`config.mk`:
```
export PLATFORM = sky130hd
export DESIGN_NAME = mhpq_ctrl
export DESIGN_NICKNAME = d
export VERILOG_FILES = /design/src/hdl/mhpq_pkg.sv /design/src/hdl/mhpq_ctrl.sv
export SDC_FILE = /design/constraint.sdc
export NUM_CORES = 1
export LEC_CHECK = 0
export BUFFER_PORTS_ARGS = -buffer_cell sky130_fd_sc_hd__buf_2
export CAP_MARGIN = 20
export CORE_MARGIN = 4
export CORE_UTILIZATION = 55
export DETAILED_ROUTE_END_ITERATION = 6
export GPL_TIMING_DRIVEN = 0
export PLACE_DENSITY = 0.81
export RECOVER_POWER = 50
export SLEW_MARGIN = 30
export SYNTH_ARGS = -nofsm -noshare
export SYNTH_HDL_FRONTEND = slang
export SYNTH_SLANG_ARGS = --single-unit
```
`constraint.sdc`:
```
create_clock -name clk_i -period 7.2 [get_ports clk_i]
set_input_delay 0.72 -clock clk_i [delete_from_list [all_inputs] [get_ports clk_i]]
set_output_delay 0.72 -clock clk_i [all_outputs]
set_load 0.005 [all_outputs]
```
`src/hdl/mhpq_pkg.sv`:
```
// Shared types and constants for the max-heap priority queue.
// No dependencies; imported by every module of the block.
`timescale 1ns / 1ps
`default_nettype none

package mhpq_pkg;

  // Default number of heap slots
  localparam int unsigned CAPACITY_DEF = 128;

  // Key and result field widths
  localparam int unsigned VAL_W   = 32;
  localparam int unsigned STAT_W  = 2;
  localparam int unsigned COUNT_W = 8;

  // Operation selector carried on the input tuser
  localparam logic KIND_INSERT = 1'b0;
  localparam logic KIND_DELETE = 1'b1;

  // Result status codes
  typedef enum logic [STAT_W-1:0] {
    ST_OK    = 2'd0,
    ST_FULL  = 2'd1,
    ST_EMPTY = 2'd2
  } status_e;

endpackage

`default_nettype wire

```
`src/hdl/mhpq_ctrl.sv`:
```
// Heap sequencer: sift-up on insert, sift-down on delete, result register.
// Depends on mhpq_pkg; drives the ports of mhpq_store.
`timescale 1ns / 1ps
`default_nettype none

module mhpq_ctrl
  import mhpq_pkg::*;
#(
  parameter int unsigned CAPACITY = CAPACITY_DEF,
  localparam int unsigned AW = (CAPACITY > 1) ? $clog2(CAPACITY) : 1,
  localparam int unsigned CW = $clog2(CAPACITY + 1),
  localparam int unsigned SW = CW + 1
) (
  input  wire logic               clk_i,
  input  wire logic               rst_ni,
  // item in
  input  wire logic               in_valid_i,
  output logic                    in_ready_o,
  input  wire logic               in_kind_i,
  input  wire logic [VAL_W-1:0]   in_value_i,
  // result out
  output logic                    out_valid_o,
  input  wire logic               out_ready_i,
  output logic      [VAL_W-1:0]   out_removed_o,
  output logic      [STAT_W-1:0]  out_status_o,
  output logic      [COUNT_W-1:0] out_count_o,
  // memory
  output logic                    mem_we_o,
  output logic      [AW-1:0]      mem_waddr_o,
  output logic      [VAL_W-1:0]   mem_wdata_o,
  output logic      [AW-1:0]      mem_raddr_o,
  input  wire logic [VAL_W-1:0]   mem_rdata_i
);

  typedef enum logic [10:0] {
    S_IDLE    = 11'b000_0000_0001,
    S_UP_RD   = 11'b000_0000_0010,
    S_UP_CMP  = 11'b000_0000_0100,
    S_UP_FIN  = 11'b000_0000_1000,
    S_DN_TOP  = 11'b000_0001_0000,
    S_DN_LAST = 11'b000_0010_0000,
    S_DN_GOT  = 11'b000_0100_0000,
    S_DN_CHK  = 11'b000_1000_0000,
    S_DN_LEFT = 11'b001_0000_0000,
    S_DN_CMP  = 11'b010_0000_0000,
    S_DONE    = 11'b100_0000_0000
  } state_e;

  localparam logic [CW-1:0] CapCount = CW'(CAPACITY);
  localparam logic [SW-1:0] SlotOne  = SW'(1);
  localparam logic [SW-1:0] SlotTwo  = SW'(2);

  state_e state_q, state_d;
  logic [CW-1:0]     cnt_q, cnt_d;
  logic [SW-1:0]     i_q, i_d;         // sift-up or sift-down hole, or old last slot on delete
  logic [SW-1:0]     child_q, child_d;
  logic              two_q, two_d;     // both children present
  logic [VAL_W-1:0]  key_q, key_d;     // insert key or moving last entry
  logic [VAL_W-1:0]  left_q, left_d;
  logic [VAL_W-1:0]  res_val_q, res_val_d;
  status_e           res_st_q, res_st_d;
  logic              ov_q, ov_d;
  logic [VAL_W-1:0]  ov_val_q, ov_val_d;
  logic [STAT_W-1:0] ov_st_q, ov_st_d;
  logic [COUNT_W-1:0] ov_cnt_q, ov_cnt_d;

  logic [SW-1:0] rd_slot, wr_slot, rd_m1, wr_m1;
  logic [SW-1:0] cnt_ext, big_idx, half_i;
  logic [VAL_W-1:0] big_val;
  logic [CW+COUNT_W-1:0] cnt_wide;

  assign cnt_ext  = {1'b0, cnt_q};
  assign half_i   = i_q >> 1;
  assign cnt_wide = {{COUNT_W{1'b0}}, cnt_q};

  // Larger child, left wins a tie
  always_comb begin
    if (two_q && ($signed(mem_rdata_i) > $signed(left_q))) begin
      big_val = mem_rdata_i;
      big_idx = child_q + SlotOne;
    end else if (two_q) begin
      big_val = left_q;
      big_idx = child_q;
    end else begin
      big_val = mem_rdata_i;
      big_idx = child_q;
    end
  end

  // Slot number to memory address
  assign rd_m1       = rd_slot - SlotOne;
  assign wr_m1       = wr_slot - SlotOne;
  assign mem_raddr_o = rd_m1[AW-1:0];
  assign mem_waddr_o = wr_m1[AW-1:0];

  assign in_ready_o    = (state_q == S_IDLE);
  assign out_valid_o   = ov_q;
  assign out_removed_o = ov_val_q;
  assign out_status_o  = ov_st_q;
  assign out_count_o   = ov_cnt_q;

  // Sequencer
  always_comb begin
    state_d   = state_q;
    cnt_d     = cnt_q;
    i_d       = i_q;
    child_d   = child_q;
    two_d     = two_q;
    key_d     = key_q;
    left_d    = left_q;
    res_val_d = res_val_q;
    res_st_d  = res_st_q;
    ov_d      = ov_q;
    ov_val_d  = ov_val_q;
    ov_st_d   = ov_st_q;
    ov_cnt_d  = ov_cnt_q;
    rd_slot     = SlotOne;
    wr_slot     = SlotOne;
    mem_we_o    = 1'b0;
    mem_wdata_o = key_q;

    if (ov_q && out_ready_i) begin
      ov_d = 1'b0;
    end

    unique case (state_q)
      S_IDLE: begin
        if (in_valid_i) begin
          key_d     = in_value_i;
          res_val_d = '0;
          res_st_d  = ST_OK;
          if (in_kind_i == KIND_INSERT) begin
            if (cnt_q >= CapCount) begin
              res_st_d = ST_FULL;
              state_d  = S_DONE;
            end else begin
              cnt_d = cnt_q + CW'(1);
              i_d   = cnt_ext + SlotOne;
              state_d = (cnt_q == '0) ? S_UP_FIN : S_UP_RD;
            end
          end else begin
            if (cnt_q == '0) begin
              res_val_d = '1;
              res_st_d  = ST_EMPTY;
              state_d   = S_DONE;
            end else begin
              i_d     = cnt_ext;
              cnt_d   = cnt_q - CW'(1);
              state_d = S_DN_TOP;
            end
          end
        end
      end
      S_UP_RD: begin
        rd_slot = half_i;
        state_d = S_UP_CMP;
      end
      S_UP_CMP: begin
        // rdata holds the parent of the hole
        wr_slot  = i_q;
        mem_we_o = 1'b1;
        if ($signed(key_q) > $signed(mem_rdata_i)) begin
          mem_wdata_o = mem_rdata_i;
          i_d         = half_i;
          rd_slot     = half_i >> 1;
          if (half_i == SlotOne) begin
            state_d = S_UP_FIN;
          end
        end else begin
          state_d = S_DONE;
        end
      end
      S_UP_FIN: begin
        wr_slot  = i_q;
        mem_we_o = 1'b1;
        state_d  = S_DONE;
      end
      S_DN_TOP: begin
        rd_slot = SlotOne;
        state_d = S_DN_LAST;
      end
      S_DN_LAST: begin
        res_val_d = mem_rdata_i;
        rd_slot   = i_q;
        state_d   = S_DN_GOT;
      end
      S_DN_GOT: begin
        key_d   = mem_rdata_i;
        i_d     = SlotOne;
        child_d = SlotTwo;
        state_d = S_DN_CHK;
      end
      S_DN_CHK: begin
        // i_q is the hole, child_q its left child
        if (child_q > cnt_ext) begin
          wr_slot  = i_q;
          mem_we_o = 1'b1;
          state_d  = S_DONE;
        end else begin
          rd_slot = child_q;
          two_d   = (child_q < cnt_ext);
          state_d = (child_q < cnt_ext) ? S_DN_LEFT : S_DN_CMP;
        end
      end
      S_DN_LEFT: begin
        left_d  = mem_rdata_i;
        rd_slot = child_q + SlotOne;
        state_d = S_DN_CMP;
      end
      S_DN_CMP: begin
        wr_slot  = i_q;
        mem_we_o = 1'b1;
        if ($signed(key_q) >= $signed(big_val)) begin
          state_d = S_DONE;
        end else begin
          mem_wdata_o = big_val;
          i_d         = big_idx;
          child_d     = {big_idx[SW-2:0], 1'b0};
          state_d     = S_DN_CHK;
        end
      end
      S_DONE: begin
        if (!ov_q || out_ready_i) begin
          ov_d     = 1'b1;
          ov_val_d = res_val_q;
          ov_st_d  = res_st_q;
          ov_cnt_d = cnt_wide[COUNT_W-1:0];
          state_d  = S_IDLE;
        end
      end
      default: state_d = S_IDLE;
    endcase
  end

  // Control state
  always_ff @(posedge clk_i or negedge rst_ni) begin
    if (!rst_ni) begin
      state_q <= S_IDLE;
      cnt_q   <= '0;
      ov_q    <= 1'b0;
    end else begin
      state_q <= state_d;
      cnt_q   <= cnt_d;
      ov_q    <= ov_d;
    end
  end

  // Working and result payload
  always_ff @(posedge clk_i) begin
    i_q       <= i_d;
    child_q   <= child_d;
    two_q     <= two_d;
    key_q     <= key_d;
    left_q    <= left_d;
    res_val_q <= res_val_d;
    res_st_q  <= res_st_d;
    ov_val_q  <= ov_val_d;
    ov_st_q   <= ov_st_d;
    ov_cnt_q  <= ov_cnt_d;
  end

endmodule

`default_nettype wire

```
# Word level (Yosys, flattened, before mapping)
# Cells that the tools add are included.
# word_totals
ff_bits,179
output_inout_bits,91
# op_classes
add_sub_neg,6
n_lt_le_gt_ge,6
n_eq_ne,21
n_mux,49
bitwise,1
n_reduce_logical,19
# ops
op,n
2-to-1 mux 32 bit,8
case mux 32 bit (2 select lines),3
case mux 11 bit (11 select lines),1
2-to-1 mux 11 bit,9
2-to-1 mux 9 bit,8
greater-than comparator 32 bit,2
case mux 9 bit (4 select lines),1
case mux 7 bit (5 select lines),1
>= comparator 32 bit,1
2-to-1 mux 8 bit,3
2-to-1 mux 7 bit,3
case mux 9 bit (2 select lines),1
case mux 7 bit (2 select lines),1
subtractor 7 x 1 -> 7 bit (second input constant),2
!= test 2 bit (second input constant),6
AND reduction 2 bit,6
== test 11 x 1 -> 1 bit (second input constant),1
== test 11 x 10 -> 1 bit (second input constant),1
== test 11 bit (second input constant),1
== test 11 x 2 -> 1 bit (second input constant),1
== test 11 x 3 -> 1 bit (second input constant),1
== test 11 x 4 -> 1 bit (second input constant),1
== test 11 x 5 -> 1 bit (second input constant),1
== test 11 x 6 -> 1 bit (second input constant),1
28 further kinds,38

# Logic depth before layout (Yosys ltp)
# logic_depth
ltp_word,6
ltp_mapped,24

# Worst setup path before layout
# Ideal clock, no wire load.
# synth_timing
kind,input -> output
startpoint,input port mem_rdata_i[1]
endpoint,output port mem_wdata_o[10]
arrival_ns,4.928
required_ns,6.480
path_slack_ns,1.552
cell_stages,20
cell_sequence,ha_1 nor2b_1 o211ai_1 a21oi_1 o311a_1 a2111oi_0 o31ai_1 clkbuf_1 mux2_2 ha_1 nand2b_1 a21oi_1 o21ai_0 a22o_1 o311ai_0 nand3_1 nor2_1 clkbuf_1 a22oi_1 nand2_1
# synth_between
elab_chain_len,6
word_cells_on_any_way,9
# synth_lines
element,line_no,source
start: declaration,mhpq_ctrl.sv:32,input wire logic [VAL_W-1:0] mem_rdata_i
greater-than comparator 32 bit,mhpq_ctrl.sv:78,if (two_q && ($signed(mem_rdata_i) > $signed(left_q))) begin
logical AND 1 bit,mhpq_ctrl.sv:78,
2-to-1 mux 32 bit,mhpq_ctrl.sv:78,
>= comparator 32 bit,mhpq_ctrl.sv:213,if ($signed(key_q) >= $signed(big_val)) begin
2-to-1 mux 32 bit,mhpq_ctrl.sv:213,
case mux 32 bit (2 select lines) (*),mhpq_ctrl.sv:126,unique case (state_q)
end: declaration,mhpq_ctrl.sv:30,"output logic [VAL_W-1:0] mem_wdata_o,"
# Every way passes the cells marked *; elsewhere a longest branch is shown, timed or not.

# Worst setup path after layout
# layout_timing
startpoint,input port mem_rdata_i[13]
endpoint,output port mem_wdata_o[2]
# Same word-level chain as after synthesis.

==> qor.txt <==
DIE AREA = 0.0219 sq mm
Die X-Extent = 148 microns
Setup Viol. Count Final = 0
H-tree depth = 4
Routed wire per std cell = 19.7 microns
Yosys top cell area share = 44.1%
HP Class = flip-flop to flip-flop
Final number of hold-violating endpoints = 0
Hold path startpoint = res_val_q[18]
Final setup margin = 0.382 ns
DP Worst Slack = -0.434 ns
GRT overflow = 0
Status = finished, final reports clean
Leak = 0.00578 uW
FP Rows = 50
Post-layout min period = 6.82 ns
Power Density = 279 mW/mm^2
F_max = 147 MHz
Final period utilization = 94.7%
Worst Max-Slew Pin Slew = 1.44 ns
Hold path endpoint = out_removed_o[18]
Worst-path fanout max = 10
First-pass GRT wire length = 47.0 mm
Synthesis-stage register bit count = 178
Setup Fix Bufs, Post-CTS = 0
Clock latency at the later pin of the worst-skew pair = 0.44 ns
Core area = 0.0190 sq mm
Yosys Warn Count = 0
Syn_nets = 1,247
Via count = 9,177
Worst Reg2Reg Path Length in Cells = 21
Largest net degree at the start of global routing = 23
RR Endpoint = i_q[5]
Most common cell after layout, fill and taps aside = edfxtp_1
Initial Util = 56.8%
Vias in the first global route = 8,985
Number of synthesized flops with an enable pin = 158
Yosys top cell by area = edfxtp_1
Post-synthesis sequential area ratio = 48.7%
TritonCTS clock tree = yes
GP Congestion = 0.915
Port Buffers = 159
Worst R2R Start = left_q[13]
Syn avg cell area = 10.1 sq um
Synthesized instance count = 1,064
Initial DRC Count = 977
Critical Path AT = 6.10 ns
DRC viols = 0
Drt first pass iters = 6
Io pins = 160
Final Max Tran Viols = 0
Initial antenna violation count = 0
Slew HR = 4.12%
Num Clock Sinks = 178
Clock skew = 0.00747 ns
Most frequent cells in the layout = edfxtp_1 (158), nand2_1 (156), buf_2 (114)
DRT antenna net count = 0
P&R area growth vs syn = 16.2%
Die Y = 148 microns
Max Cap Viol = 0
Finished Cell Area = 0.0125 sq mm
Post-synthesis cell type count = 64
Critical Path RT = 6.48 ns
CTS clock-pin slew for the worst setup and hold paths = 0.07 ns
Clock root buffer = clkbuf_16
Reg2reg setup slack = 1.48 ns
Async SR Flop Fraction = 11.2%
Vias per Instance = 6.03
TritonCTS Buffers = 17
Final net count = 1,431
Critical Path End Type = output pin
Total track usage = 27.3%
Leading cell types by total area after synthesis = edfxtp_1 (44%), ha_1 (13%), nand2_1 (5.5%)
Detail Placement HPWL = 21.9 mm
Final WL = 29.9 mm
Mapped cell area = 0.0108 sq mm
Clock Path Buffers = 2
Hold Path Cell Cnt = 0
Post-Place Cell Area = 0.0120 sq mm
Critical path class = input port to output pin
Peak VDD IR = 0.180 mV
Share of post-route cells with drive strength above 1 = 13.9%
Ys flop type = edfxtp_1
CP Launch Type = input port
synth_stat cells, types with 4 or more instances:
| cell | number |
|---|---|
| a211oi_1 | 8 |
| a21boi_0 | 6 |
| a21o_1 | 45 |
| a21oi_1 | 92 |
| a222oi_1 | 6 |
| a22oi_1 | 34 |
| and2_1 | 9 |
| and3_1 | 4 |
| and4_1 | 5 |
| and4b_1 | 4 |
| buf_1 | 6 |
| clkbuf_1 | 36 |
| dfrtp_1 | 19 |
| edfxtp_1 | 158 |
| ha_1 | 113 |
| inv_1 | 86 |
| nand2_1 | 157 |
| nand2b_1 | 9 |
| nand3_1 | 12 |
| nand4_1 | 24 |
| nor2_1 | 57 |
| nor2b_1 | 9 |
| nor3_1 | 14 |
| nor4_1 | 9 |
| o211ai_1 | 4 |
| o21ai_0 | 64 |
| xnor2_1 | 15 |
| xor2_1 | 6 |
logic make-up (layout without fill, tap and decap cells):
kind of cell | after synthesis | after routing | share of synthesized area, %
mux | 2 | 2 | 0.198
xor+xnor | 21 | 21 | 1.71
simple gates | 336 | 336 | 15.1
compound gates | 282 | 282 | 16.3
buf+inv | 131 | 328 | 4.65
fa+ha+maj | 114 | 114 | 13.3
other cells | 0 | 2 | 0
flops | 178 | 178 | 48.7
per-layer routing:
| layer | track usage (%) | routed length (microns) | vias up |
|---|---|---|---|
| met5 | 0 | 0 | - |
| met4 | 11.4 | 1020 | 0 |
| met3 | 6.38 | 3090 | 77 |
| li1 | - | - | 4273 |
| met1 | 36.4 | 11900 | 4325 |
| met2 | 43.1 | 13900 | 502 |
stage by stage:
| stage | hold WS, ns | cells | util (%) | total power, uW | setup TNS [ns] |
|---|---|---|---|---|---|
| floorplan | 0.400 | 1064 | - | 2140 | 0 |
| global placement | 0.400 | 1483 | 62.7 | 2480 | -10.72 |
| detailed placement | 0.405 | 1489 | 63.5 | 2540 | -10.88 |
| CTS | 0.236 | 1521 | 66.6 | 3490 | 0 |
| global route | 0.422 | 1521 | 66.0 | 3680 | -0.0155 |
| finish | 0.420 | 1523 | 66.0 | 3490 | 0 |
area by class of cell:
type / count / area (sq um)
antenna: 2 / 5.00
buffer: 44 / 183
clock buffer: 19 / 433
clock inverter: 13 / 158
fill: 1486 / 6440
inverter: 87 / 327
multi-input combinational: 755 / 5030
sequential: 178 / 5250
tap: 260 / 325
timing repair buffer: 165 / 805
sequential cells by signal, indices dropped and copies added, names as in the netlist:
register       flops
i_q                9
child_q            8
out_status_o       2
out_removed_o     32
out_count_o        8
key_q             32
state_q           11
res_st_q           2
res_val_q         32
cnt_q              8
two_q              1
out_valid_o        1
left_q            32
report_power, final:
part | internal, uW | switching (uW)
Combinational | 404 | 619
Clock | 546 | 408
Sequential | 1380 | 134
timing repair:
action / in CTS / in global routing
hold buffers: 0 / 0
cloned: 0 / 0
gates resized for setup: 5 / 24
setup endpoints to repair: 30 / 32
worst max path at each step:
| stage | from | to | slack, ns | cells after the start |
|---|---|---|---|---|
| final | mem_rdata_i[13] | mem_wdata_o[2] | 0.38 | 24 |
| after global routing | mem_rdata_i[19] | mem_wdata_o[10] | -0.008 | 25 |
| after CTS | mem_rdata_i[19] | mem_wdata_o[30] | 0.07 | 24 |
| after detailed placement | mem_rdata_i[19] | mem_wdata_o[30] | -0.43 | 24 |
| after global placement | mem_rdata_i[19] | mem_wdata_o[30] | -0.44 | 24 |
| after floorplan | mem_rdata_i[1] | mem_wdata_o[10] | 1.55 | 20 |
worst max-delay path, cell delays in order:
cell and delay (ns):
buf_2 0.14, ha_1 0.31, a21o_1 0.19, a21o_1 0.18, a21oi_1 0.15, o21ai_0 0.23, a2111oi_1 0.57, o31ai_1 0.19
clkbuf_2 0.24, clkbuf_2 0.27, nor2_1 0.14, a21oi_1 0.06, ha_1 0.32, nand4_1 0.19, nor3_2 0.37, a21oi_1 0.16
o22ai_1 0.31, nand3_1 0.24, nor2b_1 0.19, clkbuf_1 0.18, clkbuf_2 0.28, a22oi_1 0.20, nand2_1 0.12, buf_2 0.15
Power figures use the tool's default switching activity.
